`config.mk`:
```
export PLATFORM = sky130hd
export DESIGN_NAME = irrigation_zone_timer
export DESIGN_NICKNAME = d
export VERILOG_FILES = /design/src/rtl/irz_pkg.sv /design/src/rtl/irz_zone.sv /design/src/rtl/irrigation_zone_timer.sv
export SDC_FILE = /design/constraint.sdc
export NUM_CORES = 1
export LEC_CHECK = 0
export BUFFER_PORTS_ARGS = -buffer_cell sky130_fd_sc_hd__buf_4
export CAP_MARGIN = 10
export CORE_UTILIZATION = 45
export CTS_CLUSTER_DIAMETER = 60
export DETAILED_ROUTE_END_ITERATION = 12
export PLACE_DENSITY = 0.66
export SLEW_MARGIN = 0
export SYNTH_ARGS = -nofsm -noshare
export SYNTH_HDL_FRONTEND = slang
export SYNTH_SLANG_ARGS = --single-unit
```
`constraint.sdc`:
```
create_clock -name clock -period 3.28 [get_ports clock]
set_input_delay 0.492 -clock clock [delete_from_list [all_inputs] [get_ports clock]]
set_output_delay 0.492 -clock clock [all_outputs]
set_load 0.1 [all_outputs]
```
`src/rtl/irz_pkg.sv`:
```
// Shared types, constants and helpers for the four-zone watering timer.
package irz_pkg;

   // Number of zones that are actually built (1..4); the result masks stay 4 bits wide
   localparam int ZONE_COUNT = 4;
   localparam int MASK_W     = 4;
   localparam int SCHED_W    = 22;
   localparam int SECS_W     = 16;
   localparam int DUR_W      = 10;
   localparam int LAST_MIN_W = 7;

   // Schedule register fields
   localparam int SCHED_EN_BIT = 0;
   localparam int SCHED_HR_LO  = 1;
   localparam int SCHED_HR_HI  = 5;
   localparam int SCHED_MN_LO  = 6;
   localparam int SCHED_MN_HI  = 11;
   localparam int SCHED_DU_LO  = 12;
   localparam int SCHED_DU_HI  = 21;

   localparam logic [4:0] HOUR_MAX   = 5'd23;
   localparam logic [5:0] MINUTE_MAX = 6'd59;
   localparam logic [7:0] MANUAL_MIN = 8'd1;
   localparam logic [7:0] MANUAL_MAX = 8'd120;
   localparam logic [LAST_MIN_W-1:0] NO_MINUTE = 7'd127;

   // Schedule values after reset, zone one first
   localparam logic [SCHED_W-1:0] SCHED_RESET [MASK_W] = '{
      22'd42892, 22'd40974, 22'd61476, 22'd61478
   };

   typedef enum logic [1:0] {
      FUNC_TICK     = 2'd0,
      FUNC_START    = 2'd1,
      FUNC_STOP     = 2'd2,
      FUNC_STOP_ALL = 2'd3
   } func_type;

   // Command broadcast to every zone for one transfer
   typedef struct packed {
      logic              fire;
      func_type          func;
      logic [1:0]        zone;
      logic              scan;
      logic [4:0]        hour;
      logic [5:0]        minute;
      logic [SECS_W-1:0] manual_secs;
   } zone_cmd_type;

   // What one zone reports back for the current transfer
   typedef struct packed {
      logic active_next;
      logic started;
      logic stopped;
   } zone_status_type;

   // Minutes to seconds: m * 60 as (m << 6) - (m << 2)
   function automatic logic [SECS_W-1:0] secs_of_minutes(input logic [DUR_W-1:0] m);
      logic [SECS_W-1:0] w;
      w = SECS_W'(m);
      return (w << 6) - (w << 2);
   endfunction

endpackage

```
`src/rtl/irz_zone.sv`:
```
// One watering zone: relay state, countdown and schedule match.
module irz_zone (
   input  logic                           clock,
   input  logic                           reset,
   input  logic [1:0]                     zone_id,
   input  logic [irz_pkg::SCHED_W-1:0]    sched,
   input  irz_pkg::zone_cmd_type          cmd,
   output irz_pkg::zone_status_type       status
);
   import irz_pkg::*;

   logic              active_ff, active_in;
   logic [SECS_W-1:0] secs_ff, secs_in;

   logic              sel;
   logic [SECS_W-1:0] secs_dec;
   logic              expire;
   logic              still_on;
   logic [4:0]        sch_hour;
   logic [5:0]        sch_min;
   logic              match;
   logic              started;
   logic              stopped;

   assign sel      = (cmd.zone == zone_id);
   assign sch_hour = sched[SCHED_HR_HI:SCHED_HR_LO];
   assign sch_min  = sched[SCHED_MN_HI:SCHED_MN_LO];

   // Countdown saturates at zero; a running zone that reaches zero switches off
   assign secs_dec = (secs_ff != '0) ? secs_ff - SECS_W'(1) : secs_ff;
   assign expire   = active_ff && (secs_dec == '0);
   assign still_on = active_ff && !expire;

   // Out-of-range schedule times never match
   assign match = sched[SCHED_EN_BIT] && (sch_hour <= HOUR_MAX) && (sch_min <= MINUTE_MAX)
                  && (sch_hour == cmd.hour) && (sch_min == cmd.minute);

   // Next state for this transfer
   always_comb begin
      active_in = active_ff;
      secs_in   = secs_ff;
      started   = 1'b0;
      stopped   = 1'b0;
      unique case (cmd.func)
         FUNC_TICK: begin
            if (active_ff) begin
               active_in = still_on;
               secs_in   = secs_dec;
            end
            stopped = expire;
            if (cmd.scan && match && !still_on) begin
               active_in = 1'b1;
               secs_in   = secs_of_minutes(sched[SCHED_DU_HI:SCHED_DU_LO]);
               started   = 1'b1;
            end
         end
         FUNC_START: begin
            if (sel) begin
               active_in = 1'b1;
               secs_in   = cmd.manual_secs;
               started   = 1'b1;
            end
         end
         FUNC_STOP: begin
            if (sel) begin
               stopped   = active_ff;
               active_in = 1'b0;
               secs_in   = '0;
            end
         end
         FUNC_STOP_ALL: begin
            stopped   = active_ff;
            active_in = 1'b0;
            secs_in   = '0;
         end
         default: begin
            active_in = active_ff;
         end
      endcase
   end

   always_ff @(posedge clock) begin
      if (reset) begin
         active_ff <= 1'b0;
         secs_ff   <= '0;
      end else if (cmd.fire) begin
         active_ff <= active_in;
         secs_ff   <= secs_in;
      end
   end

   assign status.active_next = active_in;
   assign status.started     = started;
   assign status.stopped     = stopped;

endmodule

```
`src/rtl/irrigation_zone_timer.sv`:
```
// Top level of the four-zone watering timer: input stage, zones and result register.
// Every transfer on req_ (tick, manual start, manual stop, stop all) gives exactly one
// transfer on rsp_ with the relay mask after the item and the masks of zones started
// and stopped by it. An item passes the input register and then the result register before
// rsp_valid rises. One item can be taken every cycle while rsp_ready stays high, since all
// per-item work is one shallow combinational pass from the input register to the result
// register; while a result waits, a full input register holds its item and req_ready
// stays low. A tick counts down running zones (one second per tick), then, if time_valid
// is high and the minute differs from the last one seen, starts enabled idle zones whose
// schedule matches. The user must write schedules through csr_ (index 0..3 for zones one
// to four) only while the block is idle; the block itself does not enforce this.
module irrigation_zone_timer (
   input  logic                          clock,
   input  logic                          reset,
   // Input items
   input  logic                          req_valid,
   output logic                          req_ready,
   input  logic [1:0]                    req_func,
   input  logic [1:0]                    req_zone,
   input  logic [7:0]                    req_minutes,
   input  logic [4:0]                    req_hour,
   input  logic [5:0]                    req_minute,
   input  logic                          req_time_valid,
   // Results
   output logic                          rsp_valid,
   input  logic                          rsp_ready,
   output logic [3:0]                    rsp_relay_mask,
   output logic [3:0]                    rsp_started_mask,
   output logic [3:0]                    rsp_stopped_mask,
   // Schedule registers
   input  logic                          csr_we,
   input  logic [1:0]                    csr_index,
   input  logic [irz_pkg::SCHED_W-1:0]   csr_wdata
);
   import irz_pkg::*;

   // Input stage
   logic                  s1_valid_ff, s1_valid_in;
   logic [1:0]            s1_func_ff;
   logic [1:0]            s1_zone_ff;
   logic [7:0]            s1_minutes_ff;
   logic [4:0]            s1_hour_ff;
   logic [5:0]            s1_minute_ff;
   logic                  s1_tvalid_ff;

   // Result stage
   logic                  rsp_valid_ff, rsp_valid_in;
   logic [MASK_W-1:0]     relay_ff, started_ff, stopped_ff;

   logic [LAST_MIN_W-1:0] last_min_ff, last_min_in;
   logic [SCHED_W-1:0]    sched_ff [ZONE_COUNT];

   logic                  fire;
   logic                  scan;
   logic [7:0]            mins_clamped;
   zone_cmd_type          cmd;
   zone_status_type       status [MASK_W];
   logic [MASK_W-1:0]     relay_next, started_next, stopped_next;

   // The input stage moves on when the result register is free or being drained
   assign fire        = s1_valid_ff && (!rsp_valid_ff || rsp_ready);
   assign req_ready   = !s1_valid_ff || fire;
   assign s1_valid_in = (req_valid && req_ready) || (s1_valid_ff && !fire);

   always_ff @(posedge clock) begin
      if (reset) begin
         s1_valid_ff <= 1'b0;
      end else begin
         s1_valid_ff <= s1_valid_in;
      end
   end

   always_ff @(posedge clock) begin
      if (req_valid && req_ready) begin
         s1_func_ff    <= req_func;
         s1_zone_ff    <= req_zone;
         s1_minutes_ff <= req_minutes;
         s1_hour_ff    <= req_hour;
         s1_minute_ff  <= req_minute;
         s1_tvalid_ff  <= req_time_valid;
      end
   end

   // Minute dedupe: only the minute is compared
   assign scan = (func_type'(s1_func_ff) == FUNC_TICK) && s1_tvalid_ff
                 && (LAST_MIN_W'(s1_minute_ff) != last_min_ff);
   assign last_min_in = (fire && scan) ? LAST_MIN_W'(s1_minute_ff) : last_min_ff;

   always_ff @(posedge clock) begin
      if (reset) begin
         last_min_ff <= NO_MINUTE;
      end else begin
         last_min_ff <= last_min_in;
      end
   end

   // Manual run length clamped to 1..120 minutes
   always_comb begin
      priority if (s1_minutes_ff < MANUAL_MIN) begin
         mins_clamped = MANUAL_MIN;
      end else if (s1_minutes_ff > MANUAL_MAX) begin
         mins_clamped = MANUAL_MAX;
      end else begin
         mins_clamped = s1_minutes_ff;
      end
   end

   assign cmd.fire        = fire;
   assign cmd.func        = func_type'(s1_func_ff);
   assign cmd.zone        = s1_zone_ff;
   assign cmd.scan        = scan;
   assign cmd.hour        = s1_hour_ff;
   assign cmd.minute      = s1_minute_ff;
   assign cmd.manual_secs = secs_of_minutes(DUR_W'(mins_clamped));

   // Zones; mask bits above the zone count stay low
   for (genvar z = 0; z < MASK_W; z++) begin : g_zone
      if (z < ZONE_COUNT) begin : g_on
         always_ff @(posedge clock) begin
            if (reset) begin
               sched_ff[z] <= SCHED_RESET[z];
            end else if (csr_we && (csr_index == 2'(z))) begin
               sched_ff[z] <= csr_wdata;
            end
         end

         irz_zone u_zone (
            .clock   (clock),
            .reset   (reset),
            .zone_id (2'(z)),
            .sched   (sched_ff[z]),
            .cmd     (cmd),
            .status  (status[z])
         );
      end else begin : g_off
         assign status[z] = '0;
      end
      assign relay_next[z]   = status[z].active_next;
      assign started_next[z] = status[z].started;
      assign stopped_next[z] = status[z].stopped;
   end

   // Result register
   assign rsp_valid_in = fire || (rsp_valid_ff && !rsp_ready);

   always_ff @(posedge clock) begin
      if (reset) begin
         rsp_valid_ff <= 1'b0;
      end else begin
         rsp_valid_ff <= rsp_valid_in;
      end
   end

   always_ff @(posedge clock) begin
      if (fire) begin
         relay_ff   <= relay_next;
         started_ff <= started_next;
         stopped_ff <= stopped_next;
      end
   end

   assign rsp_valid        = rsp_valid_ff;
   assign rsp_relay_mask   = relay_ff;
   assign rsp_started_mask = started_ff;
   assign rsp_stopped_mask = stopped_ff;

`ifndef SYNTHESIS
   // A started zone is always on in the same result
   a_started_on: assert property (@(posedge clock) disable iff (reset)
      rsp_valid_ff |-> ((started_ff & ~relay_ff) == '0))
      else $error("started zone not on");

   // A zone stopped and not restarted is off
   a_stopped_off: assert property (@(posedge clock) disable iff (reset)
      rsp_valid_ff |-> ((stopped_ff & ~started_ff & relay_ff) == '0))
      else $error("stopped zone still on");

   // Every processed item leaves a result behind
   a_fire_result: assert property (@(posedge clock) disable iff (reset)
      fire |=> rsp_valid_ff)
      else $error("processed item gave no result");

   // A scanned tick records its minute
   a_dedupe_record: assert property (@(posedge clock) disable iff (reset)
      (fire && scan) |=> (last_min_ff == LAST_MIN_W'($past(s1_minute_ff))))
      else $error("minute not recorded");
`endif

endmodule

```
==> flow_summary.ini, run 1 <==
[logic_synthesis]
postSynthAreaPerCell_um2 = 9.25
synthesis.nets = 1519
ys_async_sr_fraction = 0
synth_area_leaders = edfxtp_1 28%, dfxtp_1 12%, xnor2_1 5.3%
synthMuxAreaShare = 0.0473
synth_top_family_by_area = simple AND/OR/NAND/NOR gates
ys_types = 93
synth_compound_gate_area_share = 0.170
synth_enable_flop_cells = 124
syn_area_mm2 = 0.0132
yosys.area_share.simple = 0.227
synthFlopType = edfxtp_1
ys_ff_latch = 201
yosysSeqAreaShare = 0.399
synth_area_leader_cell = edfxtp_1
syn_inst = 1427
synthAdderAreaFrac = 0.0370
synthXorXnorAreaFrac = 0.0744
yosys_warnings = 0
synth_top_cell_area_share = 0.282

[timing]
slew_headroom = 0.430
tns_ns = 0
finClkSkew_ns = 0.0167
worst_slack_ns = 0.163
setup_viol_count_final = 0
hold_viol_final = 0
drv_slew = 0
whs_ns = 0.131
period_share = 0.950
max_freq_mhz = 321
period_needed_ns = 3.12
tightest_slew_ns = 0.852

[setup_path]
cp.arrival_ns = 3.53
critPathMaxFanout = 10
crit_required_ns = 3.69
critical_path.top_delay_family = simple AND/OR/NAND/NOR gates
crit_slowest_cell = or3b_1
crit_path_max_incr_delay_ns = 0.43
cp_num_buf_inv = 2
worstSetupPathType = reg2reg
critical_path_depth = 11
start_kind = flip-flop
worstPathCellList = inv_1 > ha_1 > or3b_1 > or2_1 > or3_1 > xor2_1 > and3_1 > a41oi_4 > buf_4 > nor3_1 > a311o_1
critical_path.endpoint_type = flip-flop
worstRegToRegCells = 11

[global_routing]
grt-ovfl-total = 0
grt.total_usage = 0.263
grt_antenna_before_repair = 0
grt_pass1_vias = 11100
grt_pass1_wl_um = 62200
grt_max_degree = 26

[routing]
drc = 0
vias_per_cell = 5.94
drtAntennaViolNets = 0
first_pass_iters = 5
vias = 11700
drt_wl_total_um = 39700
drt_iter0_drc = 1176
wl_per_cell_um = 20.2

[power]
p_leak_nw = 6.29
power.total_mw = 7.95
vdd_drop_max_mv = 0.433
p_per_area_mw_per_mm2 = 506

[finish]
fin_cells = 1968
antenna_cells = 0
area_delta_synth_final_pct = 19.2
stdcell_area_mm2 = 0.0157
fin_util = 0.546
drive_gt1_frac = 0.175
nNetsFinal = 1656
layout_commonest_cell = buf_4
layout_common_cells = 171 x buf_4, 124 x edfxtp_1, 102 x nor2_1, 93 x nand2_1, 81 x inv_1

[placement]
routabilityCongestion = 0.971
place_ws_ns = 0.0773
io_buffer_count = 66
placed_area_mm2 = 0.0147
place_inst = 1910
hpwlAfterDp_um = 30200

[clock_tree]
clk_pin_slew_ns = 0.06
root_buffer = clkbuf_16
clock_sink_count = 201
insertion_delay_ns = 0.54
numCtsBuffers = 26
cts_buffer_depth = 3
cts_tree = yes
cts_hold_buffers = 0
htree_levels = 1

[floorplanning]
core_mm2 = 0.0288
num_io_pins = 67
row_count = 62
die_w_um = 173
start_util = 0.458
dieArea_mm2 = 0.0300
fp.dieH_um = 173

[worst_hold_path]
hold_depth = 1
worst_hold_path_type = in2reg

[run_status]
status = complete, no violations

[job]
maxCapViolations = 0
## flip-flops by register name, summed over array words and instances (netlist names)
name and cells:
s1_valid_ff 1, s1_zone_ff 2, rsp_stopped_mask 4, s1_minutes_ff 8, last_min_ff 7, g_zone.g_on.u_zone.active_ff 4
s1_func_ff 2, s1_tvalid_ff 1, rsp_relay_mask 4, s1_minute_ff 6, sched_ff 88, rsp_started_mask 4
g_zone.g_on.u_zone.secs_ff 64, s1_hour_ff 5, rsp_valid 1
## logic make-up (layout without fill, tap and decap cells)
logic type	count (synthesis)	count (layout)
flops	201	201
simple gates	546	546
compound gates	322	322
other cells	1	1
fa+ha+maj	39	39
buf+inv	145	302
xor+xnor	112	112
mux	61	61
## final timing paths
path,start,to,slack [ns]
min reg2reg,last_min_ff[6],last_min_ff[6],0.49
min,req_hour[2],s1_hour_ff[2],0.13
max reg2reg,g_zone[2].g_on.u_zone.secs_ff[1],g_zone[2].g_on.u_zone.secs_ff[6],0.16
max,g_zone[2].g_on.u_zone.secs_ff[1],g_zone[2].g_on.u_zone.secs_ff[6],0.16
## worst register-to-register path, cell delays in order, from the launching register on
cell and delay (ns):
dfxtp_1 0.35, inv_1 0.11, ha_1 0.16, or3b_1 0.43, or2_1 0.29, or3_1 0.39, xor2_1 0.18, and3_1 0.20
a41oi_4 0.31, buf_4 0.23, nor3_1 0.07, a311o_1 0.31
## cell type report
| class | count | area [µm²] |
|---|---|---|
| clock buffers | 27 | 654 |
| clock inverters | 21 | 255 |
| fillers | 2537 | 13100 |
| inverters | 81 | 304 |
| multi-input cells | 1081 | 7440 |
| flip-flops and latches | 201 | 5270 |
| well taps | 384 | 480 |
| repair buffers | 173 | 1320 |
## synthesized netlist by cell type, types with 33 or more instances
cell type,instances
nor4_1,33
mux2i_1,50
nor3_1,62
o21ai_0,66
ha_1,39
a21oi_1,58
nand3_1,35
nor2_1,102
inv_1,81
clkbuf_1,51
nand2_1,93
dfxtp_1,77
and2_1,69
xnor2_1,80
edfxtp_1,124
## power breakdown
group / total [mW] / switching, mW / leakage [nW] / internal [mW]
combinational: 1.98 / 1.16 / 4.00 / 0.818
sequential: 2.99 / 0.151 / 1.84 / 2.84
clock: 2.98 / 1.13 / 0.445 / 1.85
total: 7.95 / 2.44 / 6.29 / 5.51
## routing by layer
metal,share of wire,GRT usage,vias up
met5,0,0,-
met4,0.032,0.0844,0
met3,0.066,0.0314,79
met2,0.46,0.432,448
met1,0.44,0.362,5557
li1,-,-,5602
## timing repair
action | 4_1_cts | 5_1_grt
gates resized for setup | 0 | 12
endpoints found under the setup margin | 0 | 33
buffers inserted | 0 | 10
(Power assumes the default switching activity.)
==> run 2, diff against run 1 <==
- ABC_CLOCK_PERIOD_IN_PS: unset -> 2600
- CELL_PAD_IN_SITES_DETAIL_PLACEMENT: unset -> 1
- CELL_PAD_IN_SITES_GLOBAL_PLACEMENT: unset -> 1
- CORE_UTILIZATION: 45 -> 44
- PLACE_DENSITY: 0.66 -> 0.81
- clock period: 3.28 -> 2.6 ns (I/O delays scaled with it)
==> run 2 against run 1 <==
  * The flow now stops in global routing (5_1_grt)
  * Synthesized cell count did not move
  * Area after synthesis unchanged
==> flow_summary.ini, run 2 <==
[logic_synthesis]
synth_enable_flop_cells = 124
synth_area_leaders = edfxtp_1 28%, dfxtp_1 12%, xnor2_1 5.3%
synth_top_cell_area_share = 0.282
ys_types = 93
syn_area_mm2 = 0.0132
synthesis.nets = 1519
synth_commonest_cells = 124 x edfxtp_1, 102 x nor2_1, 93 x nand2_1
yosys_warnings = 0
postSynthAreaPerCell_um2 = 9.25
ys_async_sr_fraction = 0
yosysMostFrequentCell = edfxtp_1
syn_inst = 1427
ys_ff_latch = 201
yosysSeqAreaShare = 0.399
synth_area_leader_cell = edfxtp_1
synthFlopType = edfxtp_1

[global_routing]
grt.total_usage = 0.730
grt-ovfl-total = 17
grt_max_degree = 28

[clock_tree]
cts_buffer_depth = 3
root_buffer = clkbuf_16
htree_levels = 1
clock_sink_count = 201
numCtsBuffers = 29

[timing]
worstEpCategory = register data pin
grt-worst-endpoint = g_zone[1].g_on.u_zone.secs_ff[11]$_SDFFE_PP0P_/D

[run_status]
status = did not finish
tool.error = [ERROR GRT-0232] Routing congestion too high. Check the congestion heatmap in the GUI.
lastStage = global routing (5_1_grt)

[placement]
place_ws_ns = -0.495
hpwlAfterDp_um = 40100
routabilityCongestion = 0.967
io_buffer_count = 66

[floorplanning]
num_io_pins = 67
fp.dieH_um = 175
row_count = 63
start_util = 0.446
die_w_um = 175
==> run 2: cell counts after synthesis <==
No cell type changed its count.
==> run 2: stage by stage <==
stage	hold slack (ns)	instance area, µm²	cells
CTS	0.000400	19600	2293
detailed placement	0.454	16700	2150
global placement	0.434	16700	2150
floorplan	0.421	13600	1427
==> run 2: logic make-up after synthesis <==
group / count (synthesis) / share of synthesized area
xor gates and xnor gates: 112 / 0.0744
AOI/OAI and AO/OA: 322 / 0.170
muxes: 61 / 0.0473
other: 1 / 0.000284
and+or+nand+nor: 546 / 0.227
buffers and inverters: 145 / 0.0444
DFF: 201 / 0.399
adders and majority gates: 39 / 0.0370
==> run 2: what timing repair did <==
item                       in CTS
setup endpoints to repair      81
hold buffers                   22
pin swaps                      81
setup buffers                  66
gates cloned                    3
resized for setup             241
hold endpoints to repair       22
==> run 2: per-layer routing <==
| metal | GRT usage | overflow |
|---|---|---|
| met1 | 0.733 | 0 |
| met2 | 0.920 | 5 |
| met3 | 0.560 | 0 |
| met4 | 0.718 | 12 |
| met5 | 0.151 | 0 |
==> run 3, diff against run 2 <==
- ABC_CLOCK_PERIOD_IN_PS: 2600 -> 3400
- CELL_PAD_IN_SITES_DETAIL_PLACEMENT: 1 -> unset
- CELL_PAD_IN_SITES_GLOBAL_PLACEMENT: 1 -> unset
- CORE_UTILIZATION: 44 -> 30
- CTS_CLUSTER_DIAMETER: 60 -> unset
- PLACE_DENSITY: 0.81 -> unset
- PLACE_DENSITY_LB_ADDON: unset -> 0.15
- clock period: 2.6 -> 3.4 ns (I/O delays scaled with it)
==> run 3 against run 2 <==
  * The run now ends clean
==> flow_summary.ini, run 3 (synthesis results as in run 1) <==
[finish]
fin_cells = 2146
top_register = sched_ff
nNetsFinal = 1632
area_delta_synth_final_pct = 19.3
layout_commonest_cell = buf_4
reg_top3 = sched_ff (88), g_zone.g_on.u_zone.secs_ff (64), s1_minutes_ff (8)
drive_gt1_frac = 0.158
largest_register_ffs = 88
layout_common_cells = 146 x buf_4, 124 x edfxtp_1, 102 x nor2_1, 93 x nand2_1, 81 x inv_1
antenna_cells = 0

[floorplanning]
core_mm2 = 0.0433
start_util = 0.305
dieArea_mm2 = 0.0448
num_io_pins = 67
fp.dieH_um = 212
die_w_um = 212
row_count = 76

[setup_path]
regToRegStartpoint = g_zone[2].g_on.u_zone.secs_ff[1]
worstRegToRegCells = 11
crit_required_ns = 3.84
worstPathCellList = inv_1 > ha_1 > or3b_1 > or2_1 > or3_1 > xor2_1 > and3_1 > a41oi_2 > buf_4 > nor4_1 > nor3_1
worstSetupPathType = reg2reg
critical_path.endpoint_type = flip-flop
crit_slowest_cell = or3b_1
start_kind = flip-flop
crit_path_max_incr_delay_ns = 0.47
rr_endpoint = g_zone[2].g_on.u_zone.secs_ff[8]
crit_start = g_zone[2].g_on.u_zone.secs_ff[1]
cp_num_buf_inv = 2
critical_path.top_delay_family = simple AND/OR/NAND/NOR gates
critPathMaxFanout = 11
cp.arrival_ns = 3.67
r2r_setup_slack_ns = 0.17

[clock_tree]
insertion_delay_ns = 0.57
numCtsBuffers = 27
clock_sink_count = 201
root_buffer = clkbuf_16
clk_pin_slew_ns = 0.06
cts_buffer_depth = 3
cts_hold_buffers = 0
htree_levels = 1
cts_tree = yes

[routing]
vias_per_cell = 5.31
drt_iter0_drc = 787
drc = 0
drtAntennaViolNets = 0
first_pass_iters = 5
vias = 11400
wl_per_cell_um = 20.4
drt_wl_total_um = 43800

[worst_hold_path]
whs_endpoint = s1_hour_ff[1]
worst_hold_path_type = in2reg
hold_depth = 1
hold_start = req_hour[1]

[power]
vdd_drop_max_mv = 0.362
p_per_area_mw_per_mm2 = 492
p_leak_nw = 6.16

[placement]
routabilityCongestion = 0.872
io_buffer_count = 66
place_inst = 2096
hpwlAfterDp_um = 33500

[global_routing]
grt.total_usage = 0.198
grt_pass1_vias = 11200
grtUsageMet2 = 0.321
grt_pass1_wl_um = 67200
grt.busiest_layer = met2
grt_antenna_before_repair = 1
grt_max_degree = 25
gr-usage-met1 = 0.273
grt-ovfl-total = 0
grt_util_met3 = 0.0279

[timing]
setup_viol_count_final = 0
drv_slew = 0
slew_headroom = 0.418
period_share = 0.949
period_needed_ns = 3.23
finClkSkew_ns = 0.0149
hold_viol_final = 0
tns_ns = 0
tightest_slew_ns = 0.869
grt_setup_unrepaired = false
max_freq_mhz = 310

[job]
maxCapViolations = 0

[run_status]
status = complete, no violations
run 3: per-stage QoR:
step / hold WS (ns) / instance area, µm² / worst slack (ns) / util / power [mW]
after floorplan: 0.418 / 13200 / 0.496 / - / 4.18
after detailed placement: 0.437 / 14800 / 0.182 / 0.342 / 4.81
after CTS: 0.0899 / 15700 / 0.162 / 0.363 / 7.78
final: 0.115 / 15700 / 0.174 / 0.364 / 7.74
after global placement: 0.441 / 14800 / 0.229 / 0.342 / 4.82
after global routing: 0.0914 / 15700 / 0.0173 / 0.364 / 8.09
run 3: layout make-up:
type / instances / area (µm²)
well taps: 585 / 732
fillers: 4452 / 27500
clock buffers: 35 / 726
flip-flops and latches: 201 / 5270
multi-input cells: 1081 / 7390
inverters: 81 / 304
clock inverters: 15 / 188
repair buffers: 148 / 1140
run 3: per-layer routing:
| layer | vias up | routed length [µm] |
|---|---|---|
| met5 | - | 0 |
| met4 | 0 | 1230 |
| met3 | 63 | 2250 |
| met2 | 342 | 19700 |
| met1 | 5452 | 20600 |
| li1 | 5547 | - |
run 3: repair_timing:
action | CTS | global route
setup endpoints to repair | 0 | 11
resized for setup | 0 | 7
setup buffers | 0 | 0
run 3: worst max path at each step:
stage	end	slack, ns	cells past startpoint
detailed placement	g_zone[3].g_on.u_zone.secs_ff[13]	0.18	9
finish	g_zone[2].g_on.u_zone.secs_ff[8]	0.17	11
global placement	g_zone[2].g_on.u_zone.secs_ff[11]	0.23	11
floorplan	g_zone[2].g_on.u_zone.secs_ff[11]	0.50	13
global route	g_zone[3].g_on.u_zone.secs_ff[13]	0.02	9
CTS	g_zone[3].g_on.u_zone.secs_ff[13]	0.16	9
run 3: power breakdown:
part / internal (mW) / switching, mW / leakage, nW / total [mW]
combinational: 0.763 / 1.14 / 3.88 / 1.90
clock: 1.81 / 1.14 / 0.448 / 2.95
sequential: 2.74 / 0.147 / 1.84 / 2.89
total: 5.31 / 2.43 / 6.16 / 7.74
==> run 4, diff against run 3 <==
- ABC_AREA: unset -> 1
==> run 4 against run 3 <==
  * Combinational power grew 25%
  * Largest power group unchanged
  * Register-to-register slack gained 0.21 ns
  * Via count grew 25%
  * Sequential cell count is the same
  * Cell count grew 39%
  * Wire length grew 12%
==> flow_summary.ini, run 4 <==
[global_routing]
grt_max_degree = 44
grtUsageMet2 = 0.311
grt.total_usage = 0.193
gr-usage-met1 = 0.266
grt_util_met3 = 0.0227
grt_antenna_before_repair = 0
grt_pass1_vias = 13500
grt-ovfl-total = 0
grt_pass1_wl_um = 75900
grt.busiest_layer = met2

[timing]
period_share = 0.888
worst_slack_ns = 0.380
tns_ns = 0
slew_headroom = 0.365
tightest_slew_ns = 0.950
hold_viol_final = 0
grt_setup_unrepaired = false
finClkSkew_ns = 0.0228
setup_viol_count_final = 0
drv_slew = 0
max_freq_mhz = 331
period_needed_ns = 3.02

[routing]
first_pass_iters = 8
drtAntennaViolNets = 0
vias_per_cell = 4.81
wl_per_cell_um = 16.4
drc = 0
vias = 14300
drt_iter0_drc = 1066
drt_wl_total_um = 48800

[placement]
routabilityCongestion = 0.911
io_buffer_count = 66
hpwlAfterDp_um = 37800
place_ws_ns = 0.335

[floorplanning]
fp.dieH_um = 225
core_mm2 = 0.0490
start_util = 0.304
dieArea_mm2 = 0.0505
num_io_pins = 67
die_w_um = 225
row_count = 81

[finish]
layout_commonest_cell = nand2_1
nNetsFinal = 2383
antenna_cells = 0
drive_gt1_frac = 0.0861
area_delta_synth_final_pct = 14.0
reg_top3 = sched_ff (88), g_zone.g_on.u_zone.secs_ff (64), s1_minutes_ff (8)
largest_register_ffs = 88
layout_common_cells = 612 x nand2_1, 410 x nor2_1, 278 x inv_1, 232 x nand3_1, 124 x edfxtp_1
top_register = sched_ff

[power]
vdd_drop_max_mv = 0.432
p_leak_nw = 8.18
p_per_area_mw_per_mm2 = 487

[logic_synthesis]
yosysSeqAreaShare = 0.354
synthMuxAreaShare = 0
synthFlopType = edfxtp_1
synthesis.nets = 2322
synth_enable_flop_cells = 124
syn_inst = 2230
synthXorXnorAreaFrac = 0.0365
synthAdderAreaFrac = 0.0328
ys_async_sr_fraction = 0
synth_area_leader_cell = edfxtp_1
yosysMostFrequentCell = nand2_1
ys_ff_latch = 201
synth_compound_gate_area_share = 0.0817
yosys_warnings = 0
yosys.area_share.simple = 0.401
synth_commonest_cells = 612 x nand2_1, 410 x nor2_1, 279 x inv_1
synth_area_leaders = edfxtp_1 25%, nand2_1 15%, dfxtp_1 10%
syn_area_mm2 = 0.0149
ys_types = 45
synth_top_cell_area_share = 0.250
synth_top_family_by_area = simple AND/OR/NAND/NOR gates
postSynthAreaPerCell_um2 = 6.67

[clock_tree]
cts_buffer_depth = 3
clk_pin_slew_ns = 0.06
post_cts_buffers = 0
cts_resized = 0
clock_sink_count = 201
cts_tree = yes
root_buffer = clkbuf_16
numCtsBuffers = 26
insertion_delay_ns = 0.56
htree_levels = 1
cts_hold_buffers = 0

[setup_path]
critical_path.top_delay_family = simple AND/OR/NAND/NOR gates
cp_num_buf_inv = 1
crit_path_max_incr_delay_ns = 0.49
critPathMaxFanout = 5
worstPathCellList = nor2_1 > nand2_1 > nand3_1 > nand2_1 > nor2_1 > ha_1 > a21oi_1 > o22ai_1 > nor2_1 > nand4_1 > nand2_1 > inv_1 > nand3_1 > nor2_1 > nor2_1
crit_required_ns = 3.89
cpMostUsedCell = nor2_1
cp.arrival_ns = 3.51
worstSetupPathType = reg2reg
start_kind = flip-flop
crit_slowest_cell = nand4_1
critical_path.endpoint_type = flip-flop

[job]
maxCapViolations = 0

[worst_hold_path]
worst_hold_path_type = in2reg

[run_status]
status = complete, no violations
run 4: cell count changes after synthesis, moves of 68 or more:
| cell | before | now |
|---|---|---|
| and2_1 | 69 | 0 |
| inv_1 | 81 | 279 |
| nand2_1 | 93 | 612 |
| nand3_1 | 35 | 232 |
| nor2_1 | 102 | 410 |
| xnor2_1 | 80 | 12 |
run 4: final timing paths:
check / start / end / slack (ns) / cells past startpoint
min reg2reg: last_min_ff[6] / last_min_ff[6] / 0.45 / 2
max reg2reg: s1_minutes_ff[1] / g_zone[3].g_on.u_zone.secs_ff[12] / 0.38 / 15
min: req_hour[4] / s1_hour_ff[4] / 0.12 / 1
max: s1_minutes_ff[1] / g_zone[3].g_on.u_zone.secs_ff[12] / 0.38 / 15
run 4: worst reg2reg max path, cell delays in order, from the launching register on:
cell and delay, ns:
edfxtp_1 0.39, nor2_1 0.10, nand2_1 0.07, nand3_1 0.07, nand2_1 0.08, nor2_1 0.20, ha_1 0.33, a21oi_1 0.22
o22ai_1 0.09, nor2_1 0.19, nand4_1 0.49, nand2_1 0.22, inv_1 0.19, nand3_1 0.15, nor2_1 0.05, nor2_1 0.10
run 4: cell families after synthesis:
| logic type | after synthesis |
|---|---|
| flops | 201 |
| buf+inv | 339 |
| other cells | 1 |
| fa+ha+maj | 39 |
| simple gates | 1384 |
| compound gates | 204 |
| xor+xnor | 62 |
run 4: final cells by class:
class                   instances  area [µm²]
fillers                      5288       32000
multi-input cells            1690        8220
flip-flops and latches        201        5270
inverters                     283        1060
well taps                     664         831
repair buffers                 89         668
clock buffers                  28         658
clock inverters                20         253
run 4: per-layer routing:
metal	up-vias	share of wire
li1	7300	-
met1	6516	0.48
met2	395	0.45
met3	97	0.047
met4	0	0.031
met5	-	0
run 4: through the flow:
step                      power (mW)  hold slack, ns  instances  instance area, µm²   util
final                           8.27           0.117       2975               17000  0.346
after global routing            8.77          0.0968       2975               17000  0.346
after CTS                       8.34          0.0874       2975               17000  0.346
after detailed placement        5.34           0.449       2927               16000  0.328
after global placement          5.35           0.447       2927               16000  0.328
after floorplan                 4.74           0.420       2230               14900      -
run 4: power breakdown:
group | switching (mW) | leakage (nW) | internal (mW)
registers | 0.160 | 1.84 | 2.76
clock network | 1.17 | 0.432 | 1.79
logic | 1.58 | 5.90 | 0.801
